### src/hdl/trd_pkg.sv
// shared types, codes and constants of the touch report decoder
package trd_pkg;

    // field widths fixed by the frame format
    localparam int COORD_BITS    = 12;
    localparam int PRESS_BITS    = 7;
    localparam int SLOT_BITS     = 4;
    localparam int SLOT_IDS      = 16;
    localparam int SLOT_CNT_W    = 5;
    localparam int CFG_IDX_W     = 3;
    localparam int CFG_DATA_W    = 12;
    localparam int MAX_SLOTS_DEF = 10;

    // register reset values
    localparam logic [SLOT_BITS-1:0]  TOUCH_LIMIT_RST = 4'd10;
    localparam logic [COORD_BITS-1:0] LIMIT_X_RST     = 12'd1200;
    localparam logic [COORD_BITS-1:0] LIMIT_Y_RST     = 12'd1920;

    // input item operations
    typedef enum logic [1:0] {
        OP_START  = 2'd0,
        OP_RECORD = 2'd1,
        OP_END    = 2'd2
    } t_op;

    // result kinds
    typedef enum logic [1:0] {
        KIND_CONTACT = 2'd0,
        KIND_RELEASE = 2'd1,
        KIND_SYNC    = 2'd2
    } t_kind;

    // configuration register indexes
    typedef enum logic [CFG_IDX_W-1:0] {
        CFG_TOUCH_LIMIT = 3'd0,
        CFG_LIMIT_X     = 3'd1,
        CFG_LIMIT_Y     = 3'd2,
        CFG_SWAP_AXES   = 3'd3,
        CFG_FLIP_X      = 3'd4,
        CFG_FLIP_Y      = 3'd5
    } t_cfg_idx;

    // touch event codes in bits 7:6 of the first record byte
    localparam logic [1:0] EVT_DOWN    = 2'd0;
    localparam logic [1:0] EVT_CONTACT = 2'd2;

    // input item payload
    typedef struct packed {
        t_op        op;
        logic [7:0] count_byte;
        logic [7:0] rec_byte0;
        logic [7:0] rec_byte1;
        logic [7:0] rec_byte2;
        logic [7:0] rec_byte3;
        logic [7:0] rec_byte4;
    } t_in;

    // result item payload
    typedef struct packed {
        t_kind                 kind;
        logic [SLOT_BITS-1:0]  slot;
        logic                  touching;
        logic [COORD_BITS-1:0] pos_x;
        logic [COORD_BITS-1:0] pos_y;
        logic [PRESS_BITS-1:0] pressure;
        logic                  last;
    } t_out;

    // controller to datapath commands
    typedef struct packed {
        logic frame_start;
        logic record;
        logic scan_init;
        logic advance;
        logic frame_clear;
        logic load_contact;
        logic load_release;
        logic load_sync;
    } t_cmd;

    // datapath to controller status
    typedef struct packed {
        logic rec_emit;
        logic scan_end;
        logic cur_seen;
    } t_stat;

endpackage

### src/hdl/trd_ctrl.sv
// controller state machine: input and output handshakes, frame end slot scan
module trd_ctrl (
    input  logic          i_clk,
    input  logic          i_rst_n,
    input  logic          i_in_valid,
    input  trd_pkg::t_op  i_op,
    input  logic          i_out_ready,
    input  trd_pkg::t_stat i_stat,
    output logic          o_in_ready,
    output logic          o_out_valid,
    output trd_pkg::t_cmd o_cmd
);

    typedef enum logic [1:0] {
        S_IDLE = 2'b01,
        S_SCAN = 2'b10
    } t_state;

    t_state r_state, n_state;
    logic   r_out_valid, n_out_valid;
    logic   w_out_free;
    logic   w_in_xfer;
    logic   w_load;

    // output register can take a new result this cycle
    assign w_out_free = !r_out_valid || i_out_ready;
    assign o_in_ready = (r_state == S_IDLE) && w_out_free;
    assign w_in_xfer  = i_in_valid && o_in_ready;
    assign w_load     = o_cmd.load_contact || o_cmd.load_release || o_cmd.load_sync;

    // next state and commands
    always_comb begin
        n_state    = r_state;
        o_cmd      = '0;
        unique case (r_state)
            S_IDLE: begin
                if (w_in_xfer) begin
                    case (i_op)
                        trd_pkg::OP_START: begin
                            o_cmd.frame_start = 1'b1;
                        end
                        trd_pkg::OP_RECORD: begin
                            o_cmd.record       = 1'b1;
                            o_cmd.load_contact = i_stat.rec_emit;
                        end
                        trd_pkg::OP_END: begin
                            o_cmd.scan_init = 1'b1;
                            n_state         = S_SCAN;
                        end
                        default: begin
                        end
                    endcase
                end
            end
            S_SCAN: begin
                // one slot per cycle while the output register is free, then the sync
                if (w_out_free) begin
                    if (i_stat.scan_end) begin
                        o_cmd.load_sync   = 1'b1;
                        o_cmd.frame_clear = 1'b1;
                        n_state           = S_IDLE;
                    end else begin
                        o_cmd.advance      = 1'b1;
                        o_cmd.load_release = !i_stat.cur_seen;
                    end
                end
            end
            default: begin
                n_state = S_IDLE;
            end
        endcase
    end

    // output valid flag
    always_comb begin
        if (w_load) begin
            n_out_valid = 1'b1;
        end else if (i_out_ready) begin
            n_out_valid = 1'b0;
        end else begin
            n_out_valid = r_out_valid;
        end
    end

    always_ff @(posedge i_clk) begin
        if (!i_rst_n) begin
            r_state     <= S_IDLE;
            r_out_valid <= 1'b0;
        end else begin
            r_state     <= n_state;
            r_out_valid <= n_out_valid;
        end
    end

    assign o_out_valid = r_out_valid;

endmodule

### src/hdl/trd_dp.sv
// datapath: config registers, frame state, coordinate transform, result register
module trd_dp #(
    parameter int MAX_SLOTS = trd_pkg::MAX_SLOTS_DEF
) (
    input  logic                                i_clk,
    input  logic                                i_rst_n,
    input  logic                                i_cfg_we,
    input  logic [trd_pkg::CFG_IDX_W-1:0]       i_cfg_idx,
    input  logic [trd_pkg::CFG_DATA_W-1:0]      i_cfg_data,
    input  trd_pkg::t_in                        i_in,
    input  trd_pkg::t_cmd                       i_cmd,
    output trd_pkg::t_stat                      o_stat,
    output trd_pkg::t_out                       o_out
);

    localparam int CB = trd_pkg::COORD_BITS;
    localparam int SB = trd_pkg::SLOT_BITS;
    localparam int NW = trd_pkg::SLOT_CNT_W;

    // transformed coordinate clamped to [0, limit]
    function automatic logic [CB-1:0] f_xform(
        input logic [CB-1:0] v,
        input logic [CB-1:0] lim,
        input logic          flip
    );
        logic [CB:0] t;
        begin
            t = flip ? ({1'b0, lim} - {1'b0, v}) : {1'b0, v};
            if (t[CB]) begin
                f_xform = '0;
            end else if (t[CB-1:0] > lim) begin
                f_xform = lim;
            end else begin
                f_xform = t[CB-1:0];
            end
        end
    endfunction

    logic [SB-1:0]        r_touch_limit;
    logic [CB-1:0]        r_limit_x;
    logic [CB-1:0]        r_limit_y;
    logic                 r_swap_axes;
    logic                 r_flip_x;
    logic                 r_flip_y;
    logic [MAX_SLOTS-1:0] r_seen;
    logic [SB-1:0]        r_left;
    logic [NW-1:0]        r_idx;
    trd_pkg::t_out        r_out, n_out;

    logic [NW-1:0]                 w_nslots;
    logic [SB-1:0]                 w_id;
    logic [SB-1:0]                 w_cnt;
    logic [SB-1:0]                 w_left_start;
    logic [trd_pkg::SLOT_IDS-1:0]  w_seen_ext;
    logic [MAX_SLOTS-1:0]          w_mark;
    logic [CB-1:0]                 w_x, w_y, w_xs, w_ys, w_xl, w_yl;
    logic [1:0]                    w_event;
    logic                          w_touching;
    trd_pkg::t_out                 w_contact;

    // slots in use, saturated at the slot count
    assign w_nslots = ({1'b0, r_touch_limit} > NW'(MAX_SLOTS)) ? NW'(MAX_SLOTS)
                                                               : {1'b0, r_touch_limit};

    // record fields
    assign w_event    = i_in.rec_byte0[7:6];
    assign w_id       = i_in.rec_byte2[7:4];
    assign w_x        = {i_in.rec_byte0[3:0], i_in.rec_byte1};
    assign w_y        = {i_in.rec_byte2[3:0], i_in.rec_byte3};
    assign w_touching = (w_event == trd_pkg::EVT_DOWN) || (w_event == trd_pkg::EVT_CONTACT);
    assign w_cnt      = i_in.count_byte[3:0];
    assign w_left_start = ({1'b0, w_cnt} < w_nslots) ? w_cnt : w_nslots[SB-1:0];

    // swap axes and limits
    assign w_xs = r_swap_axes ? w_y : w_x;
    assign w_ys = r_swap_axes ? w_x : w_y;
    assign w_xl = r_swap_axes ? r_limit_y : r_limit_x;
    assign w_yl = r_swap_axes ? r_limit_x : r_limit_y;

    // contact result
    always_comb begin
        w_contact          = '0;
        w_contact.kind     = trd_pkg::KIND_CONTACT;
        w_contact.slot     = w_id;
        w_contact.touching = w_touching;
        w_contact.last     = 1'b1;
        if (w_touching) begin
            w_contact.pos_x    = f_xform(w_xs, w_xl, r_flip_x);
            w_contact.pos_y    = f_xform(w_ys, w_yl, r_flip_y);
            w_contact.pressure = i_in.rec_byte4[trd_pkg::PRESS_BITS-1:0];
        end
    end

    // seen mask lookup and mark
    assign w_seen_ext = trd_pkg::SLOT_IDS'(r_seen);
    assign w_mark     = MAX_SLOTS'(trd_pkg::SLOT_IDS'(1) << w_id);

    // status
    assign o_stat.rec_emit = (r_left != '0) && ({1'b0, w_id} < w_nslots);
    assign o_stat.scan_end = (r_idx >= w_nslots);
    assign o_stat.cur_seen = w_seen_ext[r_idx[SB-1:0]];

    // configuration registers
    always_ff @(posedge i_clk) begin
        if (!i_rst_n) begin
            r_touch_limit <= trd_pkg::TOUCH_LIMIT_RST;
            r_limit_x     <= trd_pkg::LIMIT_X_RST;
            r_limit_y     <= trd_pkg::LIMIT_Y_RST;
            r_swap_axes   <= 1'b0;
            r_flip_x      <= 1'b0;
            r_flip_y      <= 1'b0;
        end else if (i_cfg_we) begin
            unique case (i_cfg_idx)
                trd_pkg::CFG_TOUCH_LIMIT: r_touch_limit <= i_cfg_data[SB-1:0];
                trd_pkg::CFG_LIMIT_X:     r_limit_x     <= i_cfg_data[CB-1:0];
                trd_pkg::CFG_LIMIT_Y:     r_limit_y     <= i_cfg_data[CB-1:0];
                trd_pkg::CFG_SWAP_AXES:   r_swap_axes   <= i_cfg_data[0];
                trd_pkg::CFG_FLIP_X:      r_flip_x      <= i_cfg_data[0];
                trd_pkg::CFG_FLIP_Y:      r_flip_y      <= i_cfg_data[0];
                default: begin
                end
            endcase
        end
    end

    // frame state: seen mask and records left
    always_ff @(posedge i_clk) begin
        if (!i_rst_n) begin
            r_seen <= '0;
            r_left <= '0;
        end else if (i_cmd.frame_start) begin
            r_seen <= '0;
            r_left <= w_left_start;
        end else if (i_cmd.frame_clear) begin
            r_seen <= '0;
            r_left <= '0;
        end else if (i_cmd.record && (r_left != '0)) begin
            r_left <= r_left - SB'(1);
            if (o_stat.rec_emit) begin
                r_seen <= r_seen | w_mark;
            end
        end
    end

    // slot scan index
    always_ff @(posedge i_clk) begin
        if (!i_rst_n) begin
            r_idx <= '0;
        end else if (i_cmd.scan_init) begin
            r_idx <= '0;
        end else if (i_cmd.advance) begin
            r_idx <= r_idx + NW'(1);
        end
    end

    // result register next value
    always_comb begin
        n_out = r_out;
        if (i_cmd.load_contact) begin
            n_out = w_contact;
        end else if (i_cmd.load_release) begin
            n_out      = '0;
            n_out.kind = trd_pkg::KIND_RELEASE;
            n_out.slot = r_idx[SB-1:0];
        end else if (i_cmd.load_sync) begin
            n_out      = '0;
            n_out.kind = trd_pkg::KIND_SYNC;
            n_out.last = 1'b1;
        end
    end

    // result register
    always_ff @(posedge i_clk) begin
        r_out <= n_out;
    end

    assign o_out = r_out;

endmodule

### src/hdl/touch_report_decoder_unit.sv
// top level of the touch report decoder: controller, datapath and checks
//
//  channel   direction  handshake                     payload
//  in        input      i_in_valid / o_in_ready       i_in   (trd_pkg::t_in)
//  out       output     o_out_valid / i_out_ready     o_out  (trd_pkg::t_out)
//  cfg       input      i_cfg_we, no wait             i_cfg_idx, i_cfg_data
//
// frame start and point records leave the controller idle; a record result sits in
// the output register in the cycle after its transfer.
// frame end keeps the input stalled while the slot scan runs: one slot per cycle
// while the output is not stalled, then the sync.
// input is taken only while no scan runs and the output register is free.
// reset is synchronous, active low; no clearing pass is needed.
module touch_report_decoder_unit #(
    parameter int MAX_SLOTS = trd_pkg::MAX_SLOTS_DEF
) (
    input  logic                            i_clk,
    input  logic                            i_rst_n,
    input  logic                            i_in_valid,
    output logic                            o_in_ready,
    input  trd_pkg::t_in                    i_in,
    output logic                            o_out_valid,
    input  logic                            i_out_ready,
    output trd_pkg::t_out                   o_out,
    input  logic                            i_cfg_we,
    input  logic [trd_pkg::CFG_IDX_W-1:0]   i_cfg_idx,
    input  logic [trd_pkg::CFG_DATA_W-1:0]  i_cfg_data
);

    trd_pkg::t_cmd  w_cmd;
    trd_pkg::t_stat w_stat;

    // controller
    trd_ctrl u_ctrl (
        .i_clk       (i_clk),
        .i_rst_n     (i_rst_n),
        .i_in_valid  (i_in_valid),
        .i_op        (i_in.op),
        .i_out_ready (i_out_ready),
        .i_stat      (w_stat),
        .o_in_ready  (o_in_ready),
        .o_out_valid (o_out_valid),
        .o_cmd       (w_cmd)
    );

    // datapath
    trd_dp #(
        .MAX_SLOTS (MAX_SLOTS)
    ) u_dp (
        .i_clk      (i_clk),
        .i_rst_n    (i_rst_n),
        .i_cfg_we   (i_cfg_we),
        .i_cfg_idx  (i_cfg_idx),
        .i_cfg_data (i_cfg_data),
        .i_in       (i_in),
        .i_cmd      (w_cmd),
        .o_stat     (w_stat),
        .o_out      (o_out)
    );

`ifndef SYNTHESIS
    // at most one result load per cycle
    a_one_load: assert property (@(posedge i_clk) disable iff (!i_rst_n)
        $onehot0({w_cmd.load_contact, w_cmd.load_release, w_cmd.load_sync}))
        else $error("more than one result load in a cycle");

    // a result is loaded only into a free output register
    a_load_free: assert property (@(posedge i_clk) disable iff (!i_rst_n)
        (w_cmd.load_contact || w_cmd.load_release || w_cmd.load_sync)
            |-> (!o_out_valid || i_out_ready))
        else $error("result load overwrites a pending transfer");

    // the sync shows up next cycle as the last result of its frame end
    a_sync_last: assert property (@(posedge i_clk) disable iff (!i_rst_n)
        w_cmd.load_sync |=> (o_out_valid && o_out.last
                             && (o_out.kind == trd_pkg::KIND_SYNC)))
        else $error("sync result missing or not marked last");

    // no input transfer while the slot scan runs
    a_no_in_scan: assert property (@(posedge i_clk) disable iff (!i_rst_n)
        o_in_ready |-> !(w_cmd.advance || w_cmd.load_sync))
        else $error("input taken during slot scan");
`endif

endmodule

### config.mk
export PLATFORM = sky130hd
export DESIGN_NAME = touch_report_decoder_unit
export DESIGN_NICKNAME = d
export VERILOG_FILES = /design/src/hdl/trd_pkg.sv /design/src/hdl/trd_ctrl.sv /design/src/hdl/trd_dp.sv /design/src/hdl/touch_report_decoder_unit.sv
export SDC_FILE = /design/constraint.sdc
export NUM_CORES = 1
export LEC_CHECK = 0
export ABC_AREA = 1
export BUFFER_PORTS_ARGS = -buffer_cell sky130_fd_sc_hd__buf_2
export CELL_PAD_IN_SITES_DETAIL_PLACEMENT = 1
export CELL_PAD_IN_SITES_GLOBAL_PLACEMENT = 1
export CORE_ASPECT_RATIO = 0.9
export CORE_MARGIN = 5
export CORE_UTILIZATION = 37
export DETAILED_ROUTE_END_ITERATION = 10
export GPL_ROUTABILITY_DRIVEN = 0
export PLACE_DENSITY = 0.83
export SLEW_MARGIN = 20
export SYNTH_ARGS = -nofsm -noshare
export SYNTH_HDL_FRONTEND = slang
export SYNTH_SLANG_ARGS = --single-unit
export TNS_END_PERCENT = 1
### constraint.sdc
create_clock -name i_clk -period 3.98 [get_ports i_clk]
set_clock_uncertainty 0.1 [all_clocks]
set_input_delay 0.597 -clock i_clk [delete_from_list [all_inputs] [get_ports i_clk]]
set_output_delay 0.597 -clock i_clk [all_outputs]
set_load 0.005 [all_outputs]
==> flow_summary.yaml <==
final_layout:
  fillers: 2563
  drive_above_1_share: 0.176
  instances_no_fill: 1475
  nNetsFinal: 1352
  fin_util: 0.452
  fin_area_um2: 8690
  layout-area-overhead-vs-synth_pct: 20.2
floorplan:
  design.core.area_um2: 19200
  die_x_um: 157
  rows: 48
  initial_core_util: 0.376
  die_h_um: 143
  ioPinCount: 111
  die_area_um2: 22400
worst_setup_path:
  cp-end-kind: "flip-flop"
  worst_path_max_delay_cell: "dfxtp_4"
  critPathKind: "flip-flop to flip-flop"
  cpMostUsedCell: "nand2_1"
  cpPeakStageDelay_ns: 0.42
  worstPathRequired_ns: 4.01
  cp.arrival_ns: 3.80
  worst-path-buf-inv: 4
  cp_top_family: "simple AND/OR/NAND/NOR gates"
  cp_cell_sequence: "buf_4 -> nand2_1 -> o21ai_1 -> inv_1 -> ha_1 -> nand2_1 -> nor2_1 -> nand3_1 -> nand3_1 -> nand3_1 -> and2_1 -> ha_4 -> nand4_1 -> nor2_1 -> nand2_1 -> nand3_1 -> nand2_1 -> buf_4 -> nor2_1 -> nor2_2 -> nand2_1 -> inv_1"
  cp-start-kind: "flip-flop"
  path_max_fanout: 8
status:
  status: "finished clean"
clock_tree:
  cts_buffers: 9
  cts_hold_buf: 0
  clk_pin_slew_ns: 0.08
  clock_path_buffers: 2
  clk_latency_ns: 0.37
  clock_sinks: 92
  tritoncts: "yes"
  htreeDepth: 3
  root_buffer: "clkbuf_16"
sta:
  setup_ws_ns: 0.204
  slew_headroom: 0.578
  slew_viol_final: 0
  fmax_ghz: 0.265
  max_slew.worst_pin.slew_ns: 0.633
  finalSetupViolCount: 0
  hold_slack_ns: 0.355
  hold_viol: 0
  tns_ns: 0
  fin_crit_ns: 3.78
  fin_crit_sh: 0.949
  rsz0062_at_grt: "true"
synthesis:
  synth_edf_count: 36
  yosys.area_share.simple: 0.308
  synth_seq_area_share: 0.305
  synth_xor_area_frac: 0.00848
  synth-seq-cells: 92
  synthMuxAreaShare: 0
  netlist.area_leader.share: 0.157
  synth-main-ff-cell: "dfxtp_1"
  synthAdderAreaFrac: 0.111
  synth_area_per_cell_um2: 6.57
  synth-async-reset-ratio: 0
  synth_largest_area_cell: "nand2_1"
  synth_common_cells: "nand2_1, inv_1, a21oi_1, o21ai_0, nand3_1"
  syn_area_um2: 7230
  synth_compound_area_frac: 0.142
  synth_nets: 1233
  synth_cell_types: 39
  yosys_warnings: 0
  synth.area.top_cells: "nand2_1, dfxtp_1, edfxtp_1, ha_1, inv_1"
  syn_inst: 1100
  yosysMostFrequentCell: "nand2_1"
  synth_top_family_by_area: "simple AND/OR/NAND/NOR gates"
pwr:
  p_int_mw: 1.73
  powerDensity_nw_per_um2: 304
  p_clk_frac: 0.340
  seqPwrFrac: 0.384
  p_sw_uw: 913
  ir_drop_mv: 0.217
  p_comb_frac: 0.276
  p_sw_frac: 0.345
  p_leak_nw: 4.43
  p_total_mw: 2.64
route:
  drc: 0
  dr.pass1.iters: 4
  drtIter0Drc: 298
  vias_per_cell: 5.01
  vias: 7391
  postRouteAntennaNets: 0
  detail_route.wl_per_cell_um: 15.6
  wirelength_mm: 23.1
worst_hold_path:
  hp-class: "flip-flop to flip-flop"
grt:
  grt_start_max_net_pins: 36
  grt-ovfl-total: 0
  antenna_found_initial: 6
  grt_pass1_vias: 7520
  grt_pass1_wl_mm: 36.1
  grt.total_usage: 0.199
job:
  maxCapViolCount: 0
place:
  io_buffers: 102
  dp_slack_ns: -0.0856
  place_area_um2: 8170
  dp.cells: 1455
  dp_hpwl_mm: 18.3
==> worst register-to-register path: cells and delay by family (launching register included) <==
kind	cells	cell delay, ns
AO/OA/AOI/OAI	1	0.14
adder cells (fa/ha/maj)	2	0.66
buffers and inverters	4	0.53
flip-flops	1	0.42
AND/OR/NAND/NOR	15	1.69
==> state kept, by name, summed over array words and instances, names as in the netlist, 2 cells and up <==
name                cells
u_dp.r_idx              5
u_dp.r_left             4
u_dp.r_limit_y         12
u_dp.r_seen            10
u_dp.r_touch_limit      4
u_dp.o_out             39
u_dp.r_limit_x         12
u_ctrl.r_state          2
==> timing repair <==
item,CTS,global route
pin swaps,0,3
setup endpoints to repair,9,24
gates resized for setup,1,58
buffers inserted,0,3
hold endpoints to repair,0,0
==> area by class of cell <==
class / instances / area [um2] / share of cell area
Clock inverter: 7 / 78.8 / 0.00907
Multi-Input combinational cell: 773 / 4300 / 0.495
Sequential cell: 92 / 2210 / 0.254
Antenna cell: 1 / 2.50 / 0.000288
Tap cell: 250 / 313 / 0.0360
Clock buffer: 9 / 225 / 0.0259
Timing Repair Buffer: 136 / 786 / 0.0904
Inverter: 207 / 778 / 0.0895
==> metal layers <==
| layer | GRT usage | part of all wire | up-vias |
|---|---|---|---|
| li1 | - | - | 3760 |
| met1 | 0.250 | 0.45 | 3446 |
| met2 | 0.345 | 0.47 | 139 |
| met3 | 0.0409 | 0.047 | 36 |
| met4 | 0.0625 | 0.024 | 10 |
| met5 | 0 | 0.0026 | - |
==> cell families (layout without fill, tap and decap cells) <==
family                     count (synthesis)  in the layout
adders and majority gates                 63             63
other                                      0              1
xor gates and xnor gates                   7              7
and+or+nand+nor                          513            513
AOI/OAI and AO/OA                        190            190
buffers and inverters                    235            359
DFF                                       92             92
==> power by group through the flow <==
| stage | registers (mW) | clock network [mW] | logic, mW |
|---|---|---|---|
| global route | 1.02 | 0.955 | 0.823 |
| detailed placement | 1.04 | 0 | 0.682 |
| floorplan | 1.04 | 0 | 0.454 |
| global placement | 1.04 | 0 | 0.655 |
| finish | 1.02 | 0.900 | 0.729 |
| CTS | 1.02 | 0.917 | 0.690 |
==> placed cells by master, fill, tap and decap left out, types with 4 or more instances in the layout <==
master     count
nand2_1      302
inv_1        198
buf_2        102
a21oi_1       83
nor2_1        70
nand3_1       70
dfxtp_1       55
o21ai_0       51
ha_1          50
edfxtp_1      36
buf_4         30
nand4_1       17
o211ai_1      15
o21ai_1       15
or2_2         13
ha_4           9
clkbuf_16      9
o21ai_2        8
nor2_2         8
nand3b_1       8
inv_2          6
and2_1         6
o21bai_1       5
nor3_1         5
xor2_1         4
inv_6          4
==> path summary, 6_finish.rpt <==
kind / slack (ns) / to / startpoint / depth (start not counted)
setup reg to reg: 0.20 / u_dp.o_out[18]$_SDFFCE_PP0P_ / u_dp.r_swap_axes$_SDFFE_PN0P_ / 22
hold / removal: 0.36 / u_dp.r_seen[6]$_SDFFE_PP0P_ / u_dp.r_seen[6]$_SDFFE_PP0P_ / 2
hold reg to reg: 0.36 / u_dp.r_seen[6]$_SDFFE_PP0P_ / u_dp.r_seen[6]$_SDFFE_PP0P_ / 2
setup / recovery: 0.20 / u_dp.o_out[18]$_SDFFCE_PP0P_ / u_dp.r_swap_axes$_SDFFE_PN0P_ / 22
Power figures use the tool's default switching activity.
